### config.mk
export PLATFORM = sky130hd
export DESIGN_NAME = sync_length_message_deframer_flat
export DESIGN_NICKNAME = d
export VERILOG_FILES = /design/src/rtl/core/dfr_pkg.sv /design/src/rtl/core/dfr_in_if.sv /design/src/rtl/core/dfr_out_if.sv /design/src/rtl/core/dfr_front.sv /design/src/rtl/core/dfr_queue.sv /design/src/rtl/core/dfr_back.sv /design/src/rtl/core/sync_length_message_deframer.sv /design/src/flat_wrapper.sv
export SDC_FILE = /design/constraint.sdc
export NUM_CORES = 1
export LEC_CHECK = 0
export ABC_AREA = 1
export BUFFER_PORTS_ARGS = -buffer_cell sky130_fd_sc_hd__buf_2
export CORE_MARGIN = 8
export CORE_UTILIZATION = 56
export CTS_BUF_LIST = sky130_fd_sc_hd__clkbuf_4
export CTS_CLUSTER_SIZE = 30
export DETAILED_ROUTE_END_ITERATION = 8
export GPL_TIMING_DRIVEN = 0
export MAX_ROUTING_LAYER = met4
export PLACE_DENSITY = 0.78
export REMOVE_ABC_BUFFERS = 1
export SYNTH_ARGS = -nofsm -noshare
export SYNTH_HDL_FRONTEND = slang
export SYNTH_SLANG_ARGS = --single-unit
### constraint.sdc
create_clock -name clk -period 7 [get_ports clk]
set_input_delay 0.7 -clock clk [delete_from_list [all_inputs] [get_ports clk]]
set_output_delay 0.7 -clock clk [all_outputs]
set_load 0.03 [all_outputs]
### src/rtl/core/dfr_pkg.sv
// ----------------------------------------------------------------------------
// dfr_pkg
// Shared types and codes for the sync word / length prefixed deframer.
// ----------------------------------------------------------------------------
`default_nettype none

package dfr_pkg;

  localparam logic [2:0] ST_DROP  = 3'd0;
  localparam logic [2:0] ST_HEAD  = 3'd1;
  localparam logic [2:0] ST_BODY  = 3'd2;
  localparam logic [2:0] ST_EMPTY = 3'd3;
  localparam logic [2:0] ST_ERR   = 3'd4;

  localparam logic [1:0] CL_FRAME   = 2'd0;
  localparam logic [1:0] CL_TRIGGER = 2'd1;
  localparam logic [1:0] CL_CALIB   = 2'd2;
  localparam logic [1:0] CL_OTHER   = 2'd3;

  localparam int unsigned CFG_IDX_W = 3;
  localparam logic [CFG_IDX_W-1:0] REG_SYNC_WORD    = 3'd0;
  localparam logic [CFG_IDX_W-1:0] REG_HUNT_ENABLE  = 3'd1;
  localparam logic [CFG_IDX_W-1:0] REG_FRAME_CODE   = 3'd2;
  localparam logic [CFG_IDX_W-1:0] REG_TRIGGER_CODE = 3'd3;
  localparam logic [CFG_IDX_W-1:0] REG_CALIB_CODE   = 3'd4;

  localparam logic [31:0] SYNC_WORD_RST    = 32'h5283a76b;
  localparam logic [31:0] FRAME_CODE_RST   = 32'd33;
  localparam logic [31:0] TRIGGER_CODE_RST = 32'd34;
  localparam logic [31:0] CALIB_CODE_RST   = 32'd36;

  typedef struct packed {
    logic [31:0] sync_word;
    logic        hunt_enable;
    logic [31:0] frame_code;
    logic [31:0] trigger_code;
    logic [31:0] calib_code;
  } dfr_cfg_t;

  // classified byte handed from the front to the back
  typedef struct packed {
    logic [2:0]  status;
    logic [7:0]  pbyte;
    logic        type_vld;
    logic [31:0] mtype;
    logic [31:0] pidx;
    logic        last;
    logic        trig_en;
    logic [1:0]  trig_pos;
    logic        trig_clr;
  } dfr_cmd_t;

endpackage

`default_nettype wire

### src/rtl/core/dfr_in_if.sv
// ----------------------------------------------------------------------------
// dfr_in_if
// Received byte stream channel.
// ----------------------------------------------------------------------------
`default_nettype none

interface dfr_in_if;
  logic       valid;
  logic       ready;
  logic [7:0] rx_byte;

  modport source (output valid, output rx_byte, input ready);
  modport sink   (input valid, input rx_byte, output ready);
endinterface

`default_nettype wire

### src/rtl/core/dfr_out_if.sv
// ----------------------------------------------------------------------------
// dfr_out_if
// Per byte result channel.
// ----------------------------------------------------------------------------
`default_nettype none

interface dfr_out_if;
  logic        valid;
  logic        ready;
  logic [2:0]  status;
  logic [7:0]  payload_byte;
  logic [31:0] message_type;
  logic [1:0]  message_class;
  logic [31:0] payload_index;
  logic        last_byte;
  logic        trigger_valid;
  logic [31:0] trigger_value;

  modport source (output valid, output status, output payload_byte, output message_type,
                  output message_class, output payload_index, output last_byte,
                  output trigger_valid, output trigger_value, input ready);
  modport sink   (input valid, input status, input payload_byte, input message_type,
                  input message_class, input payload_index, input last_byte,
                  input trigger_valid, input trigger_value, output ready);
endinterface

`default_nettype wire

### src/rtl/core/dfr_front.sv
// ----------------------------------------------------------------------------
// dfr_front
// Accepts bytes, tracks sync / header / payload phase and classifies each byte.
// ----------------------------------------------------------------------------
`default_nettype none

module dfr_front
  import dfr_pkg::*;
#(
  parameter int unsigned LEN_WIDTH = 32
) (
  input  wire logic     clk,
  input  wire logic     rst_n,
  input  wire dfr_cfg_t cfg,
  input  wire logic     in_vld,
  input  wire logic [7:0] in_byte,
  output logic          in_rdy,
  input  wire logic     q_full,
  output logic          q_push,
  output dfr_cmd_t      q_cmd
);

  typedef enum logic [3:0] {
    PH_SYNC = 4'b0001,
    PH_HEAD = 4'b0010,
    PH_BODY = 4'b0100,
    PH_HALT = 4'b1000
  } phase_t;

  phase_t                 phase_r, phase_nxt;
  logic [31:0]            shift_r, shift_nxt;
  logic [3:0]             hcnt_r, hcnt_nxt;
  logic [31:0]            type_r, type_nxt;
  logic [31:0]            len_r, len_nxt;
  logic [LEN_WIDTH-1:0]   pc_r, pc_nxt;
  logic [LEN_WIDTH:0]     pc_inc;
  logic [31:0]            byte_ext;
  logic [4:0]             byte_sh;

  assign in_rdy   = !q_full;
  assign q_push   = in_vld && !q_full;
  assign pc_inc   = {1'b0, pc_r} + 1'b1;
  assign byte_ext = {24'd0, in_byte};
  assign byte_sh  = {hcnt_r[1:0], 3'b000};

  always_comb begin
    phase_nxt = phase_r;
    shift_nxt = shift_r;
    hcnt_nxt  = hcnt_r;
    type_nxt  = type_r;
    len_nxt   = len_r;
    pc_nxt    = pc_r;
    q_cmd     = '0;
    case (phase_r)
      PH_SYNC: begin
        shift_nxt = {in_byte, shift_r[31:8]};
        if (hcnt_r < 4'd4) begin
          hcnt_nxt = hcnt_r + 4'd1;
        end
        if (hcnt_nxt >= 4'd4 && shift_nxt == cfg.sync_word) begin
          q_cmd.status = ST_HEAD;
          phase_nxt    = PH_HEAD;
          hcnt_nxt     = 4'd0;
          type_nxt     = '0;
          len_nxt      = '0;
        end else if (cfg.hunt_enable) begin
          q_cmd.status = ST_DROP;
        end else if (hcnt_nxt >= 4'd4) begin
          q_cmd.status = ST_ERR;
          phase_nxt    = PH_HALT;
        end else begin
          q_cmd.status = ST_HEAD;
        end
      end
      PH_HEAD: begin
        if (hcnt_r < 4'd4) begin
          type_nxt = type_r | (byte_ext << byte_sh);
        end else begin
          len_nxt = len_r | (byte_ext << byte_sh);
        end
        hcnt_nxt = hcnt_r + 4'd1;
        if (hcnt_nxt >= 4'd4) begin
          q_cmd.type_vld = 1'b1;
          q_cmd.mtype    = type_nxt;
        end
        q_cmd.status = ST_HEAD;
        if (hcnt_nxt == 4'd8) begin
          if ((len_nxt >> LEN_WIDTH) != 32'd0) begin
            q_cmd.status   = ST_ERR;
            q_cmd.type_vld = 1'b0;
            q_cmd.mtype    = '0;
            phase_nxt      = PH_HALT;
          end else if (len_nxt == 32'd0) begin
            q_cmd.status = ST_EMPTY;
            q_cmd.last   = 1'b1;
            phase_nxt    = PH_SYNC;
            shift_nxt    = '0;
            hcnt_nxt     = 4'd0;
          end else begin
            q_cmd.trig_clr = 1'b1;
            phase_nxt      = PH_BODY;
            pc_nxt         = '0;
          end
        end
      end
      PH_BODY: begin
        q_cmd.status   = ST_BODY;
        q_cmd.pbyte    = in_byte;
        q_cmd.type_vld = 1'b1;
        q_cmd.mtype    = type_r;
        q_cmd.pidx     = 32'(pc_r);
        q_cmd.trig_en  = (len_r >= 32'd4) && (pc_r < LEN_WIDTH'(4));
        q_cmd.trig_pos = pc_r[1:0];
        if (pc_inc >= {1'b0, len_r[LEN_WIDTH-1:0]}) begin
          q_cmd.last = 1'b1;
          phase_nxt  = PH_SYNC;
          shift_nxt  = '0;
          hcnt_nxt   = 4'd0;
        end else begin
          pc_nxt = pc_inc[LEN_WIDTH-1:0];
        end
      end
      PH_HALT: begin
        q_cmd.status = ST_ERR;
      end
      default: begin
        q_cmd.status = ST_ERR;
        phase_nxt    = PH_HALT;
      end
    endcase
  end

  always_ff @(posedge clk) begin
    if (!rst_n) begin
      phase_r <= PH_SYNC;
      shift_r <= '0;
      hcnt_r  <= '0;
      type_r  <= '0;
      len_r   <= '0;
      pc_r    <= '0;
    end else if (q_push) begin
      phase_r <= phase_nxt;
      shift_r <= shift_nxt;
      hcnt_r  <= hcnt_nxt;
      type_r  <= type_nxt;
      len_r   <= len_nxt;
      pc_r    <= pc_nxt;
    end
  end

endmodule

`default_nettype wire

### src/rtl/core/dfr_queue.sv
// ----------------------------------------------------------------------------
// dfr_queue
// Two entry queue of classified bytes between front and back.
// ----------------------------------------------------------------------------
`default_nettype none

module dfr_queue
  import dfr_pkg::*;
(
  input  wire logic     clk,
  input  wire logic     rst_n,
  input  wire logic     push,
  input  wire dfr_cmd_t push_cmd,
  output logic          full,
  input  wire logic     pop,
  output logic          head_vld,
  output dfr_cmd_t      head_cmd
);

  dfr_cmd_t   ent_r [2];
  logic       wr_r, rd_r;
  logic [1:0] cnt_r;

  assign full     = (cnt_r == 2'd2);
  assign head_vld = (cnt_r != 2'd0);
  assign head_cmd = ent_r[rd_r];

  always_ff @(posedge clk) begin
    if (push) begin
      ent_r[wr_r] <= push_cmd;
    end
  end

  always_ff @(posedge clk) begin
    if (!rst_n) begin
      wr_r  <= 1'b0;
      rd_r  <= 1'b0;
      cnt_r <= 2'd0;
    end else begin
      if (push) begin
        wr_r <= !wr_r;
      end
      if (pop) begin
        rd_r <= !rd_r;
      end
      cnt_r <= cnt_r + {1'b0, push} - {1'b0, pop};
    end
  end

endmodule

`default_nettype wire

### src/rtl/core/dfr_back.sv
// ----------------------------------------------------------------------------
// dfr_back
// Resolves message class, assembles trigger counts and holds the result.
// ----------------------------------------------------------------------------
`default_nettype none

module dfr_back
  import dfr_pkg::*;
(
  input  wire logic     clk,
  input  wire logic     rst_n,
  input  wire dfr_cfg_t cfg,
  input  wire logic     head_vld,
  input  wire dfr_cmd_t head_cmd,
  output logic          pop,
  dfr_out_if.source     out_chan
);

  function automatic logic [1:0] class_of(input logic [31:0] t, input dfr_cfg_t c);
    logic [1:0] cls;
    if (t == c.frame_code) begin
      cls = CL_FRAME;
    end else if (t == c.trigger_code) begin
      cls = CL_TRIGGER;
    end else if (t == c.calib_code) begin
      cls = CL_CALIB;
    end else begin
      cls = CL_OTHER;
    end
    return cls;
  endfunction

  logic        out_vld_r;
  logic [2:0]  status_r;
  logic [7:0]  pbyte_r;
  logic [31:0] mtype_r;
  logic [1:0]  class_r;
  logic [31:0] pidx_r;
  logic        last_r;
  logic        tvld_r;
  logic [31:0] tval_r;
  logic [31:0] accum_r, accum_nxt;
  logic [1:0]  cls;
  logic        tvld;

  assign pop = head_vld && (!out_vld_r || out_chan.ready);
  assign cls = head_cmd.type_vld ? class_of(head_cmd.mtype, cfg) : CL_FRAME;

  always_comb begin
    accum_nxt = accum_r;
    tvld      = 1'b0;
    if (head_cmd.trig_clr) begin
      accum_nxt = '0;
    end else if (head_cmd.trig_en && cls == CL_TRIGGER) begin
      accum_nxt = accum_r | ({24'd0, head_cmd.pbyte} << {head_cmd.trig_pos, 3'b000});
      tvld      = (head_cmd.trig_pos == 2'd3);
    end
  end

  always_ff @(posedge clk) begin
    if (!rst_n) begin
      out_vld_r <= 1'b0;
      accum_r   <= '0;
    end else begin
      if (pop) begin
        out_vld_r <= 1'b1;
        accum_r   <= accum_nxt;
      end else if (out_chan.ready) begin
        out_vld_r <= 1'b0;
      end
    end
  end

  always_ff @(posedge clk) begin
    if (pop) begin
      status_r <= head_cmd.status;
      pbyte_r  <= head_cmd.pbyte;
      mtype_r  <= head_cmd.mtype;
      class_r  <= cls;
      pidx_r   <= head_cmd.pidx;
      last_r   <= head_cmd.last;
      tvld_r   <= tvld;
      tval_r   <= tvld ? accum_nxt : 32'd0;
    end
  end

  assign out_chan.valid         = out_vld_r;
  assign out_chan.status        = status_r;
  assign out_chan.payload_byte  = pbyte_r;
  assign out_chan.message_type  = mtype_r;
  assign out_chan.message_class = class_r;
  assign out_chan.payload_index = pidx_r;
  assign out_chan.last_byte     = last_r;
  assign out_chan.trigger_valid = tvld_r;
  assign out_chan.trigger_value = tval_r;

endmodule

`default_nettype wire

### src/rtl/core/sync_length_message_deframer.sv
// ----------------------------------------------------------------------------
// sync_length_message_deframer
// Finds a sync word, reads a little-endian type and length header and passes
// payload bytes on with index, class, last flag and trigger count.
// ----------------------------------------------------------------------------
// each byte's result is registered first in a queue entry, then in the output register
// throughput: one byte per cycle while the queue is not full, set by the phase update in the front
// a full two entry queue stalls the input while the output is held
// reset: synchronous active low; config returns to defaults, parser to sync hunt
`default_nettype none

module sync_length_message_deframer
  import dfr_pkg::*;
#(
  parameter int unsigned LEN_WIDTH = 32
) (
  input  wire logic                 clk,
  input  wire logic                 rst_n,
  input  wire logic                 cfg_we,
  input  wire logic [CFG_IDX_W-1:0] cfg_index,
  input  wire logic [31:0]          cfg_wdata,
  dfr_in_if.sink                    in_chan,
  dfr_out_if.source                 out_chan
);

  dfr_cfg_t cfg_r;
  dfr_cmd_t push_cmd, head_cmd;
  logic     q_full, q_push, q_pop, head_vld;

  always_ff @(posedge clk) begin
    if (!rst_n) begin
      cfg_r.sync_word    <= SYNC_WORD_RST;
      cfg_r.hunt_enable  <= 1'b0;
      cfg_r.frame_code   <= FRAME_CODE_RST;
      cfg_r.trigger_code <= TRIGGER_CODE_RST;
      cfg_r.calib_code   <= CALIB_CODE_RST;
    end else if (cfg_we) begin
      case (cfg_index)
        REG_SYNC_WORD:    cfg_r.sync_word    <= cfg_wdata;
        REG_HUNT_ENABLE:  cfg_r.hunt_enable  <= cfg_wdata[0];
        REG_FRAME_CODE:   cfg_r.frame_code   <= cfg_wdata;
        REG_TRIGGER_CODE: cfg_r.trigger_code <= cfg_wdata;
        REG_CALIB_CODE:   cfg_r.calib_code   <= cfg_wdata;
        default: begin
        end
      endcase
    end
  end

  dfr_front #(
    .LEN_WIDTH (LEN_WIDTH)
  ) u_front (
    .clk     (clk),
    .rst_n   (rst_n),
    .cfg     (cfg_r),
    .in_vld  (in_chan.valid),
    .in_byte (in_chan.rx_byte),
    .in_rdy  (in_chan.ready),
    .q_full  (q_full),
    .q_push  (q_push),
    .q_cmd   (push_cmd)
  );

  dfr_queue u_queue (
    .clk      (clk),
    .rst_n    (rst_n),
    .push     (q_push),
    .push_cmd (push_cmd),
    .full     (q_full),
    .pop      (q_pop),
    .head_vld (head_vld),
    .head_cmd (head_cmd)
  );

  dfr_back u_back (
    .clk      (clk),
    .rst_n    (rst_n),
    .cfg      (cfg_r),
    .head_vld (head_vld),
    .head_cmd (head_cmd),
    .pop      (q_pop),
    .out_chan (out_chan)
  );

endmodule

`default_nettype wire
### src/flat_wrapper.sv
// flat-port wrapper written by rule: the top's interface ports become plain ports
module sync_length_message_deframer_flat import dfr_pkg::*;
#(
  parameter int unsigned LEN_WIDTH = 32
)
  (clk, rst_n, cfg_we, cfg_index, cfg_wdata, in_chan_valid, in_chan_rx_byte, in_chan_ready, out_chan_valid, out_chan_status, out_chan_payload_byte, out_chan_message_type, out_chan_message_class, out_chan_payload_index, out_chan_last_byte, out_chan_trigger_valid, out_chan_trigger_value, out_chan_ready);
  dfr_in_if in_chan_i ();
  dfr_out_if out_chan_i ();
  input  wire logic clk;
  input  wire logic rst_n;
  input  wire logic cfg_we;
  input  wire logic [CFG_IDX_W-1:0] cfg_index;
  input  wire logic [31:0] cfg_wdata;
  input wire logic [$bits(in_chan_i.valid)-1:0] in_chan_valid;
  input wire logic [$bits(in_chan_i.rx_byte)-1:0] in_chan_rx_byte;
  output wire logic [$bits(in_chan_i.ready)-1:0] in_chan_ready;
  output wire logic [$bits(out_chan_i.valid)-1:0] out_chan_valid;
  output wire logic [$bits(out_chan_i.status)-1:0] out_chan_status;
  output wire logic [$bits(out_chan_i.payload_byte)-1:0] out_chan_payload_byte;
  output wire logic [$bits(out_chan_i.message_type)-1:0] out_chan_message_type;
  output wire logic [$bits(out_chan_i.message_class)-1:0] out_chan_message_class;
  output wire logic [$bits(out_chan_i.payload_index)-1:0] out_chan_payload_index;
  output wire logic [$bits(out_chan_i.last_byte)-1:0] out_chan_last_byte;
  output wire logic [$bits(out_chan_i.trigger_valid)-1:0] out_chan_trigger_valid;
  output wire logic [$bits(out_chan_i.trigger_value)-1:0] out_chan_trigger_value;
  input wire logic [$bits(out_chan_i.ready)-1:0] out_chan_ready;
  assign in_chan_i.valid = in_chan_valid;
  assign in_chan_i.rx_byte = in_chan_rx_byte;
  assign in_chan_ready = in_chan_i.ready;
  assign out_chan_valid = out_chan_i.valid;
  assign out_chan_status = out_chan_i.status;
  assign out_chan_payload_byte = out_chan_i.payload_byte;
  assign out_chan_message_type = out_chan_i.message_type;
  assign out_chan_message_class = out_chan_i.message_class;
  assign out_chan_payload_index = out_chan_i.payload_index;
  assign out_chan_last_byte = out_chan_i.last_byte;
  assign out_chan_trigger_valid = out_chan_i.trigger_valid;
  assign out_chan_trigger_value = out_chan_i.trigger_value;
  assign out_chan_i.ready = out_chan_ready;
  sync_length_message_deframer #(.LEN_WIDTH(LEN_WIDTH)) u_core (.clk(clk), .rst_n(rst_n), .cfg_we(cfg_we), .cfg_index(cfg_index), .cfg_wdata(cfg_wdata), .in_chan(in_chan_i), .out_chan(out_chan_i));
endmodule
# Word-level counts from Yosys, hierarchy flattened

Memory sizes are Yosys's and may differ from the RTL's. A register that Yosys moved wholly into a read port is not among the register bits.
Cells that the tools add are included.

Shifts and indexed selects: 2
Add/sub/neg operators: 4
Muxes and demuxes: 60
Multiply operators: 0
Div/mod/pow operators: 0
Equality and inequality tests: 24
Reductions and logical operators: 27
Bitwise operators: 4
Magnitude comparators: 6

Operators with widths:

| kind                    | count |
|---|---|
| $mux W32                | 13 |
| $pmux W32 S2            | 3 |
| $eq A32 B32 Y1          | 4 |
| $or A32 B32 Y32         | 3 |
| $pmux W32 S3            | 1 |
| $pmux W33 S2            | 1 |
| $shl A8 B5 Y32          | 2 |
| $mux W4                 | 11 |
| $add A32 B1 Y33 const B | 1 |
| $ge A33 B32 Y1          | 1 |
| $mux W33                | 1 |
| $ge A32 B3 Y1 const B   | 1 |
| $logic_not A32 Y1       | 1 |
| $lt A32 B3 Y1 const B   | 1 |
| $pmux W4 S4             | 1 |
| $mux W1                 | 15 |
| $mux W3                 | 5 |
| $ne A2 B2 Y1 const B    | 6 |
| $pmux W4 S3             | 1 |
| $mux W2                 | 5 |
| $reduce_and A2 Y1       | 5 |
| $reduce_and A5 Y1       | 2 |
| $pmux W3 S3             | 1 |
| $eq A4 B4 Y1 const B    | 2 |
| 25 further kinds        | 40 |

Register bits after elaboration: 413
Memories: 1
ROM bits: 0
Bits of input ports: 48
Bits in writable memories: 162
Latch bits: 0

Memory list:

| memory               | depth | width | read ports | clocked after Yosys merged registers in | write ports | line            | text |
|---|---|---|---|---|---|---|---|
| u_core.u_queue.ent_r | 2     | 81    | 1          | 1                                       | 1           | dfr_queue.sv:20 | `dfr_cmd_t ent_r [2];` |

# Longest topological paths before layout

Gate-level depths: netlist (run 1).

Depth in word-level cells: 9
Gate-level depth with buffers: 25

# Cells and area by module

From an unflattened synthesis (run 1), not the netlist that was laid out.

Cells, all modules: 3,201
Area, all modules: 27,352.5 um2

Modules (own cells, without submodules):

| module                       | times used | area an instance (um2) | cells an instance |
|---|---|---|---|
| dfr_front                    | 1          | 8,859.7                | 1,418 |
| dfr_back                     | 1          | 6,936.7                | 772 |
| dfr_queue                    | 1          | 6,473.7                | 285 |
| sync_length_message_deframer | 1          | 5,082.4                | 726 |

# Worst setup path after synthesis (run 1)

OpenSTA, ideal clock, no wires.

Kind: in2reg
Start: in out_chan_ready
End: reg u_core.u_queue.cnt_r[1]
Stages on the path: 9
Arrival time: 5,407 ps
Slack: 1,523 ps
Path through: nor2_1 -> nor2_1 -> clkbuf_1 -> ha_1 -> inv_1 -> ha_1 -> xor2_1 -> o21ai_0 -> a21oi_1

Word-level cells in the longest chain between the ends: 3

Ends and longest elaborated chain:

| item                 | line                               | text |
|---|---|---|
| start, declared      | flat_wrapper.sv:26                 | `input wire logic [$bits(out_chan_i.ready)-1:0] out_chan_ready;` |
| $logic_or A1 B1 Y1   | dfr_back.sv:46                     | `assign pop = head_vld && (!out_vld_r \|\| out_chan.ready);` |
| $logic_and A1 B1 Y1  | dfr_back.sv:46                     |  |
| via u_core.q_pop     | sync_length_message_deframer.sv:28 | `logic q_full, q_push, q_pop, head_vld;` |
| $sub A2 B1 Y2        | dfr_queue.sv:46                    | `cnt_r <= cnt_r + {1'b0, push} - {1'b0, pop};` |
| end signal, assigned | dfr_queue.sv:46                    |  |
| end, declared        | dfr_queue.sv:22                    | `logic [1:0] cnt_r;` |

The timed path passes the listed nets, and every way through them passes these cells.
A chain may end at the register's enable or synchronous reset.

==> impl_metrics.toml, run 1 <==
[run_status]
outcome = "complete, no violations"

[clock_network]
cts_tree = "done"
ctsRootBufferMaster = "clkbuf_4"
cts_post_setup_buffers_inserted = 0
cts_buffers = 151
cts.path.max_buffers = 3
clkTransAtPathRegs_ps = 60
clkLatencyLatePin_ps = 980
htree_num_levels = 4
cts_resized = 0
numClockSinks = 564

[placement]
gp_congestion = 0.9408
port_buffers = 160
dp_hpwl_mm = 47.13

[route]
met2WireLength_mm = 31.71
viasPerCell = 5.327
wl_met1_mm = 29.47
ant_nets = 0
drc_errors = 0
dr.pass1.iters = 6
drtIter0Drc = 2256
post_drt_wl_per_cell_um = 16.38
wl_mm = 69.64
routed.top_layer = "met4"
vias = 22640
wl_met3_mm = 6.193

[logic_synthesis]
synth_edf_count = 269
synth_top_family_by_area = "simple AND/OR/NAND/NOR gates"
synthSimpleGateAreaFrac_pct = 25.57
syn_area_per_cell_sq_um = 8.016
synth_top_area_share_pct = 30.54
synth_commonest_cells = "898 x nand2_1, 393 x nor2_1, 339 x inv_1, 295 x dfxtp_1, 269 x edfxtp_1"
synth_top_cell_by_area = "edfxtp_1"
synth_cells = 3300
yosys.area_share.xor_xnor_pct = 2.682
synth_area_sq_um = 26450
yosys-top-cells-area = "edfxtp_1 31%, dfxtp_1 22%, nand2_1 13%, nor2_1 5.6%, inv_1 4.8%"
synthAdderAreaFrac_pct = 1.750
synth-seq-cells = 564
synth_compound_area_share_pct = 9.247
ys.flop_type = "dfxtp_1"
synth_mux_area_share_pct = 0.07568
ys_types = 38
yosysWarnings = 0
yosysMostFrequentCell = "nand2_1"
synth_async_sr_flop_share_pct = 0
synth-seq-area-share_pct = 52.86

[die]
ios = 161
die_y_um = 233.3
rows = 79
initial_utilization_pct = 56.82
fp.dieArea_sq_um = 54450
core_area_sq_um = 46560
die-width_um = 233.3

[run]
drv_cap = 0

[setup_path]
setup.worst_path.end_class = "flop"
critPathMaxFanout = 44
reg2reg_depth = 16
start_kind = "flop"
worstPathArrival_ps = 5600
worstSetupPathType = "flop to flop"
cp_data_required_time_ps = 7810

[power]
p_per_area_nw_per_um2 = 379.5
p_leak_nw = 13.02
ir_worst_vdd_mv = 0.2488
p_total_mw = 11.46

[sta]
setup_viol = 0
fin_hold_ws_ps = 131.7
fmax_ghz = 0.2088
hold_violations = 0
slew_headroom_pct = 8.622
finClkSkew_ps = 45.73
grt_setup_unrepaired = "false"
min_period_ps = 4790
tightest_slew_ps = 1371
finalCritPeriodShare_pct = 68.43
report.final.slew_viol_count = 0

[cells_and_area]
drive_gt1_share_pct = 13.96
area_growth_pct = 14.17
fin_nets = 3598

[grt]
grt_max_degree = 129
grt_pass1_wl_mm = 109.9
grt_pass1_vias = 21080
antenna_found_initial = 7
grt_overflow = 0
grt_usage_pct = 26.20

[hold_path]
hold_path.class = "input port to flop"
hold_depth = 3
## critical path, cell delays in order, from the launching register on
cell and delay, ps:
dfxtp_4 680, inv_4 290, buf_12 280, nand2_1 170, nand2_2 100, nand2_1 70, nand2_1 110, nand2_1 100
inv_1 40, nand2_1 50, nor2_1 30, nand2_1 50, nor2_1 100, nor2_2 980, and2_1 1180, nand4_1 200
inv_1 140
## layer usage
layer  GRT usage, %  up-vias
li1               -    11290
met1          33.33    10360
met2          39.29      853
met3          7.412      145
met4          10.46        0
met5              -        -
## registers in the layout (all words and copies together) (netlist names), 2 cells and up, named ones only
name and cells:
u_core.u_back.accum_r 32, u_core.u_queue.cnt_r 2, u_core.cfg_r 129, u_core.u_back.out_chan.status 3, u_core.u_back.out_chan.payload_byte 8, u_core.u_back.out_chan.message_type 32, u_core.u_front.hcnt_r 4, u_core.u_front.phase_r 4
u_core.u_queue.ent_r 158, u_core.u_back.out_chan.payload_index 32, u_core.u_back.out_chan.message_class 2, u_core.u_back.out_chan.trigger_value 32, u_core.u_front.pc_r 32, u_core.u_front.len_r 32, u_core.u_front.type_r 32, u_core.u_front.shift_r 24
## path summary, 6_finish.rpt
path                                                            end  slack (ps)                             start
max          u_core.u_back.out_chan.trigger_value[14]$_SDFFCE_PN0P_        2210                              flop
min                                   u_core.cfg_r[10]$_SDFFE_PN0P_         130                     cfg_wdata[10]
max reg2reg  u_core.u_back.out_chan.trigger_value[14]$_SDFFCE_PN0P_        2210                              flop
min reg2reg                        u_core.u_queue.rd_r$_SDFFE_PN0P_         460  u_core.u_queue.rd_r$_SDFFE_PN0P_
## logic make-up (layout without fill, tap and decap cells)
kind of cell / after synthesis / in the layout
buffers and inverters: 515 / 848
adder cells (fa/ha/maj): 37 / 37
AO/OA/AOI/OAI: 470 / 470
XOR/XNOR: 81 / 81
flip-flops: 564 / 564
AND/OR/NAND/NOR: 1631 / 1631
multiplexers: 2 / 2
other: 0 / 11
## layout make-up
| class | instances | area, sq um |
|---|---|---|
| tap | 607 | 759.5 |
| timing repair buffer | 218 | 1594 |
| fill | 3952 | 16350 |
| inverter | 357 | 1346 |
| sequential | 564 | 13990 |
| multi-input combinational | 2221 | 10460 |
| antenna | 11 | 27.53 |
| clock buffer | 244 | 1832 |
| clock inverter | 29 | 200.2 |
## metrics by stage
stage | utilization [%] | setup WS (ps) | cell area, sq um | cells | TNS [ps]
final | 64.87 | 2210 | 30200 | 4251 | 0
after floorplan | - | -1824 | 25720 | 3142 | -136450
after CTS | 64.81 | 2214 | 30170 | 4240 | 0
after detailed placement | 59.70 | 2208 | 27790 | 3932 | 0
after global placement | 58.61 | -5364 | 27280 | 3909 | -722830
after global routing | 64.86 | 1754 | 30200 | 4249 | 0
## cell usage in the layout (no fill, tap or decap), types with 66 or more instances in the layout
master	count
dfxtp_1	294
inv_1	337
buf_2	159
nor2_1	386
clkbuf_4	244
nand2_1	897
xor2_1	66
o21ai_0	179
nand3_1	170
nand4_1	67
a21oi_1	246
edfxtp_1	269
## report_power, final
group          internal (mW)  switching [mW]  leakage, nW
clock                   1.68            1.37         1.23
combinational           1.02            2.78         6.78
sequential              4.29           0.315         5.01
## repair_timing
item,CTS,global route
hold buffers,35,0
setup endpoints to repair,0,0
endpoints found under the hold margin,68,0
No activity file was read; power rests on OpenSTA's default activity.
==> run 2: changes to the inputs <==
--- a/config.mk
+++ b/config.mk
@@ -5,7 +5,7 @@
 export SDC_FILE = /design/constraint.sdc
 export NUM_CORES = 1
 export LEC_CHECK = 0
-export ABC_AREA = 1
+export ABC_AREA = 0
 export BUFFER_PORTS_ARGS = -buffer_cell sky130_fd_sc_hd__buf_2
 export CORE_MARGIN = 8
 export CORE_UTILIZATION = 56
@@ -14,7 +14,7 @@
 export DETAILED_ROUTE_END_ITERATION = 8
 export GPL_TIMING_DRIVEN = 0
 export MAX_ROUTING_LAYER = met4
-export PLACE_DENSITY = 0.78
+export PLACE_DENSITY = 0.79
 export REMOVE_ABC_BUFFERS = 1
 export SYNTH_ARGS = -nofsm -noshare
 export SYNTH_HDL_FRONTEND = slang
==> constraint.sdc (replaced) <==
create_clock -name clk -period 4.5 [get_ports clk]
set_input_delay 0.45 -clock clk [delete_from_list [all_inputs] [get_ports clk]]
set_output_delay 0.45 -clock clk [all_outputs]
set_load 0.03 [all_outputs]
==> impl_metrics.toml, run 2 <==
[run_status]
outcome = "complete, no violations"

[cells_and_area]
area_growth_pct = 16.04
final_cell_count_no_fill = 3195
fin_nets = 2614
largest-register = "u_core.u_queue.ent_r"
final_common_cell = "nand2_1"
layout_common_cells = "448 x nand2_1, 290 x dfxtp_1, 269 x edfxtp_1"
largest_reg_flops = 158
drive_gt1_share_pct = 20.95
reg_top3 = "u_core.u_queue.ent_r (158), u_core.cfg_r (129)"
final_cell_area_sq_um = 28010

[placement]
dpl.cell_count = 2879
placed_area_sq_um = 25440
dp_hpwl_mm = 39.56
gp_congestion = 0.9365
port_buffers = 160

[setup_path]
start_kind = "flop"
worstPathArrival_ps = 5250
worstSetupPathType = "flop to flop"
setup.worst_path.end_class = "flop"
critPathMaxFanout = 8
cp_data_required_time_ps = 5300

[route]
post_drt_wl_per_cell_um = 18.94
viasPerCell = 5.665
vias = 18100
wl_mm = 60.52
drc_errors = 0
drtIter0Drc = 1546
dr.pass1.iters = 5
ant_nets = 0

[power]
ir_worst_vdd_mv = 0.2950
p_per_area_nw_per_um2 = 522.6
p_leak_nw = 10.55

[sta]
finClkSkew_ps = 54.83
slew_headroom_pct = 5.493
setup_viol = 0
fmax_ghz = 0.2246
report.final.slew_viol_count = 0
finalCritPeriodShare_pct = 98.94
min_period_ps = 4452
tightest_slew_ps = 1414
hold_violations = 0

[grt]
grt_overflow = 0
grt_pass1_wl_mm = 94.35
grt_pass1_vias = 18000
antenna_found_initial = 4
grt_usage_pct = 24.30
grt_max_degree = 100

[die]
core_area_sq_um = 42790
die-width_um = 223.6
rows = 76
initial_utilization_pct = 56.42
fp.dieArea_sq_um = 50010
ios = 161
die_y_um = 223.6

[logic_synthesis]
yosys-top-cells-area = "edfxtp_1 33%, dfxtp_1 24%, nand2_1 7.0%, a21oi_1 4.2%, xnor2_1 4.1%"
ys.flop_type = "dfxtp_1"
yosysWarnings = 0
synth-seq-area-share_pct = 57.92
syn_area_per_cell_sq_um = 10.55
synth_area_sq_um = 24140
synth_top_area_share_pct = 33.46
synth_top_cell_by_area = "edfxtp_1"
synth-seq-cells = 564
synth_commonest_cells = "450 x nand2_1, 295 x dfxtp_1, 269 x edfxtp_1, 202 x a21oi_1, 125 x nor2_1"
synth_edf_count = 269
synth_cells = 2288
ys_types = 66
synth_async_sr_flop_share_pct = 0
yosysMostFrequentCell = "nand2_1"

[clock_network]
clkTransAtPathRegs_ps = 70
clkLatencyLatePin_ps = 870
cts_buffers = 141
cts.path.max_buffers = 3
ctsRootBufferMaster = "clkbuf_4"
numClockSinks = 564
cts_tree = "done"
htree_num_levels = 4

[hold_path]
hold_path.class = "input port to flop"

[run]
drv_cap = 0
## run 2: changes by cell type in the layout (fill, tap and decap cells not counted), sizes merged, moves of 32 or more
cell | previous run | this run
nand4 | 67 | 24
mux2i | 2 | 62
and2 | 1 | 59
nor2 | 400 | 127
o21ai | 181 | 33
nand2 | 908 | 450
nand3 | 172 | 59
a22oi | 0 | 32
a21oi | 246 | 202
mux2 | 0 | 44
xnor2 | 15 | 114
inv | 357 | 80
## run 2: worst max-delay path, stage by stage (launching register included)
cell,delay (ps)
dfxtp_1,480
nand2_1,180
nor4_4,270
buf_4,180
nand2_2,100
or2_2,320
nor2_1,130
xor2_1,240
ha_1,310
a21oi_1,180
nand2_1,80
a221oi_1,400
nand3_1,270
a211oi_4,300
buf_4,170
nand3_4,80
buf_4,260
buf_4,150
a21oi_1,150
a21o_1,120
## run 2: cell type report
class,count,area (sq um)
clock inverter,39,294.0
antenna,4,10.01
tap,546,683.2
clock buffer,220,1652
inverter,76,294.0
timing repair inverter,1,7.507
multi-input combinational,1516,9432
fill,3156,14780
sequential,564,13990
timing repair buffer,229,1649
## run 2: layer usage
metal,vias to the layer above,routed length (um),track usage (%)
met5,-,0,-
met4,0,2341,12.36
met3,168,4897,4.891
met2,835,29560,39.40
met1,8568,23720,28.70
li1,8529,-,-
## run 2: power breakdown
part           switching [mW]  leakage, nW  internal, mW
registers               0.312         5.02          6.23
logic                    2.33         4.37          1.24
clock network            2.01         1.16          2.52
## run 2: path summary, 6_finish.rpt
kind	from	endpoint	slack, ps	cells after the start
min	in_chan_rx_byte[3]	u_core.u_front.type_r[11]$_SDFFE_PN0P_	70	3
min reg2reg	u_core.u_back.accum_r[2]$_SDFFE_PN0P_	u_core.u_back.accum_r[2]$_SDFFE_PN0P_	450	2
max	u_core.u_front.pc_r[7]$_SDFFE_PN0P_	u_core.u_front.pc_r[7]$_SDFFE_PN0P_	50	19
max reg2reg	u_core.u_front.pc_r[7]$_SDFFE_PN0P_	u_core.u_front.pc_r[7]$_SDFFE_PN0P_	50	19
## run 2: what timing repair did
action / 4_1_cts / 5_1_grt
setup endpoints to repair: 63 / 93
setup buffers: 9 / 8
hold buffers: 34 / 0
hold endpoints to repair: 130 / 0
resized for setup: 14 / 8
gates cloned: 2 / 0
pin swaps: 5 / 4
## run 2: kinds of logic (layout without fill, tap and decap cells)
kind of cell / after synthesis / in the layout / synth area share [%]
AND/OR/NAND/NOR: 863 / 864 / 16.29
flip-flops: 564 / 564 / 57.92
AO/OA/AOI/OAI: 357 / 357 / 8.914
buffers and inverters: 209 / 565 / 3.633
XOR/XNOR: 152 / 152 / 5.514
multiplexers: 106 / 106 / 5.805
adder cells (fa/ha/maj): 37 / 37 / 1.918
other: 0 / 4 / 0
## run 2: through the flow
step | worst slack (ps) | hold WS [ps] | setup TNS [ps] | utilization, % | power (mW)
finish | 47.56 | 65.87 | 0 | 65.46 | 14.64
floorplan | -2933 | 416.7 | -372200 | - | 9.123
CTS | 3.236 | 12.29 | 0 | 65.19 | 14.75
detailed placement | -1580 | 438.3 | -68360 | 59.44 | 10.15
global placement | -5606 | 428.4 | -1706160 | 58.50 | 9.906
global route | -102.9 | 26.28 | -699.5 | 65.46 | 15.27
==> run 3: changes to the inputs <==
--- a/config.mk
+++ b/config.mk
@@ -7,14 +7,17 @@
 export LEC_CHECK = 0
 export ABC_AREA = 0
 export BUFFER_PORTS_ARGS = -buffer_cell sky130_fd_sc_hd__buf_2
+export CELL_PAD_IN_SITES_DETAIL_PLACEMENT = 1
+export CELL_PAD_IN_SITES_GLOBAL_PLACEMENT = 1
 export CORE_MARGIN = 8
-export CORE_UTILIZATION = 56
+export CORE_UTILIZATION = 50
 export CTS_BUF_LIST = sky130_fd_sc_hd__clkbuf_4
 export CTS_CLUSTER_SIZE = 30
 export DETAILED_ROUTE_END_ITERATION = 8
+export GPL_ROUTABILITY_DRIVEN = 0
 export GPL_TIMING_DRIVEN = 0
 export MAX_ROUTING_LAYER = met4
-export PLACE_DENSITY = 0.79
+export PLACE_DENSITY = 0.86
 export REMOVE_ABC_BUFFERS = 1
 export SYNTH_ARGS = -nofsm -noshare
 export SYNTH_HDL_FRONTEND = slang
==> impl_metrics.toml, run 3 (same netlist as run 2, synthesis figures left out) <==
[power]
ir_worst_vdd_mv = 0.3259
p_per_area_nw_per_um2 = 546.1
p_leak_nw = 10.75

[grt]
antenna_found_initial = 7
grt_overflow = 0
grt_max_degree = 124
grt_pass1_vias = 21080
grt_usage_pct = 29.78
grt_pass1_wl_mm = 125.4

[cells_and_area]
fillers = 5117
final_cell_count_no_fill = 3300
final_cell_area_sq_um = 28490
final_common_cell = "nand2_1"
reg_top3 = "u_core.u_queue.ent_r (158), u_core.cfg_r (129)"
layout_common_cells = "448 x nand2_1, 286 x dfxtp_1, 269 x edfxtp_1"
largest-register = "u_core.u_queue.ent_r"
drive_gt1_share_pct = 22.34
largest_reg_flops = 158
area_growth_pct = 18.02
fin_nets = 2637

[placement]
port_buffers = 160
dpl.cell_count = 2949
placed_area_sq_um = 25530
dp_hpwl_mm = 46.58

[route]
viasPerCell = 6.028
dr.pass1.iters = 5
drtIter0Drc = 1853
drc_errors = 0
ant_nets = 0
wl_mm = 83.71
vias = 19890
post_drt_wl_per_cell_um = 25.37

[sta]
report.final.slew_viol_count = 0
slew_headroom_pct = 4.316
grt_setup_unrepaired = "true"
finalSetupTns_ps = 0
finClkSkew_ps = 78.17
finalCritPeriodShare_pct = 99.87
hold_violations = 0
min_period_ps = 4494
setup_viol = 0
fmax_ghz = 0.2225
tightest_slew_ps = 1435
fin_hold_ws_ps = 110.3

[setup_path]
worstPathArrival_ps = 5350
rr_startpoint = "u_core.u_front.pc_r[2]$_SDFFE_PN0P_"
reg2reg_depth = 18
rr_endpoint = "u_core.u_front.shift_r[13]$_SDFFE_PN0P_"
worstSetupPathType = "flop to flop"
critPathMaxFanout = 9
setup.worst_path.end_class = "flop"
cp_data_required_time_ps = 5360
reg2reg_slack_ps = 6
start_kind = "flop"

[hold_path]
hold_path.class = "input port to flop"
hold_depth = 2
hp-start = "in_chan_valid"
hold_path_end = "u_core.u_queue.ent_r[1][57]$_DFFE_PP_"

[die]
die_y_um = 235.7
die-width_um = 235.7
core_area_sq_um = 47750
initial_utilization_pct = 50.56
fp.dieArea_sq_um = 55570
rows = 80
ios = 161

[run_status]
outcome = "complete, no violations"

[run]
drv_cap = 0

[clock_network]
clkTransAtPathRegs_ps = 90
cts.path.max_buffers = 3
numClockSinks = 564
clkLatencyLatePin_ps = 1020
ctsRootBufferMaster = "clkbuf_4"
cts_buffers = 148
htree_num_levels = 4
cts_tree = "done"
## run 3: changes by cell type in the layout (fill, tap and decap cells not counted), moves of 4 or more
cell           before  now
dfxtp_1           290  286
buf_4              18   25
clkbuf_4          220  245
diode_2             4    8
dlygate4sd3_1      34   43
clkinv_1           23   15
## run 3: worst max-delay path by stage
stage                                                   start                                       to  cells past startpoint
global route              u_core.u_front.pc_r[2]$_SDFFE_PN0P_      u_core.u_front.pc_r[2]$_SDFFE_PN0P_                     18
finish                    u_core.u_front.pc_r[2]$_SDFFE_PN0P_  u_core.u_front.shift_r[13]$_SDFFE_PN0P_                     18
global placement                               out_chan_ready       u_core.u_queue.cnt_r[1]$_SDFF_PN0_                      9
CTS                       u_core.u_front.pc_r[0]$_SDFFE_PN0P_      u_core.u_front.pc_r[0]$_SDFFE_PN0P_                     14
floorplan           u_core.u_back.out_chan.valid$_SDFFE_PN0P_       u_core.u_queue.cnt_r[1]$_SDFF_PN0_                      8
detailed placement        u_core.u_front.pc_r[2]$_SDFFE_PN0P_      u_core.u_front.pc_r[0]$_SDFFE_PN0P_                     14
## run 3: what timing repair did
action	in CTS	in global routing
setup buffers	13	9
hold endpoints to repair	174	0
pin swaps	7	8
hold buffers	43	0
gates resized for setup	22	15
cloned	3	0
setup endpoints to repair	98	81
## run 3: report_power, final
part	switching (mW)	leakage [nW]	internal, mW
clock network	2.38	1.26	2.80
registers	0.360	5.03	6.23
logic	2.54	4.47	1.25
## run 3: metal layers
metal	up-vias	GRT usage [%]	wire, um
li1	8558	-	-
met1	9829	32.96	31010
met2	1131	48.59	40770
met3	374	7.338	6719
met4	0	17.75	5212
met5	-	-	0
## run 3: worst max-delay path: stages (launching register included)
cell and delay [ps]:
dfxtp_4 450, nand4_1 120, buf_4 170, buf_4 150, buf_4 150, nor3_4 300
nand4_1 270, o21ai_0 350, nand2_1 160, ha_1 370, and3_1 200, a221oi_1 260
o21ai_1 180, a211oi_4 290, buf_4 180, or2_4 220, nor2_4 60, buf_4 210
mux2i_2 280
## run 3: final cells by class
type	count	area, sq um	area share [%]
inverter	76	294.0	1.032
timing repair buffer	244	1760	6.179
timing repair inverter	1	7.507	0.02635
antenna	8	20.02	0.07026
clock buffer	245	1839	6.456
clock inverter	30	292.8	1.028
multi-input combinational	1517	9508	33.37
tap	615	769.5	2.701
sequential	564	14000	49.14
## run 3: metrics by stage
step | util, % | worst slack [ps] | total power [mW]
after detailed placement | 53.47 | -1765 | 10.25
after CTS | 59.31 | 1.347 | 15.41
after global routing | 59.67 | -105.4 | 16.08
after floorplan | - | -2933 | 9.123
final | 59.67 | 5.963 | 15.56
after global placement | 52.61 | -5956 | 9.872
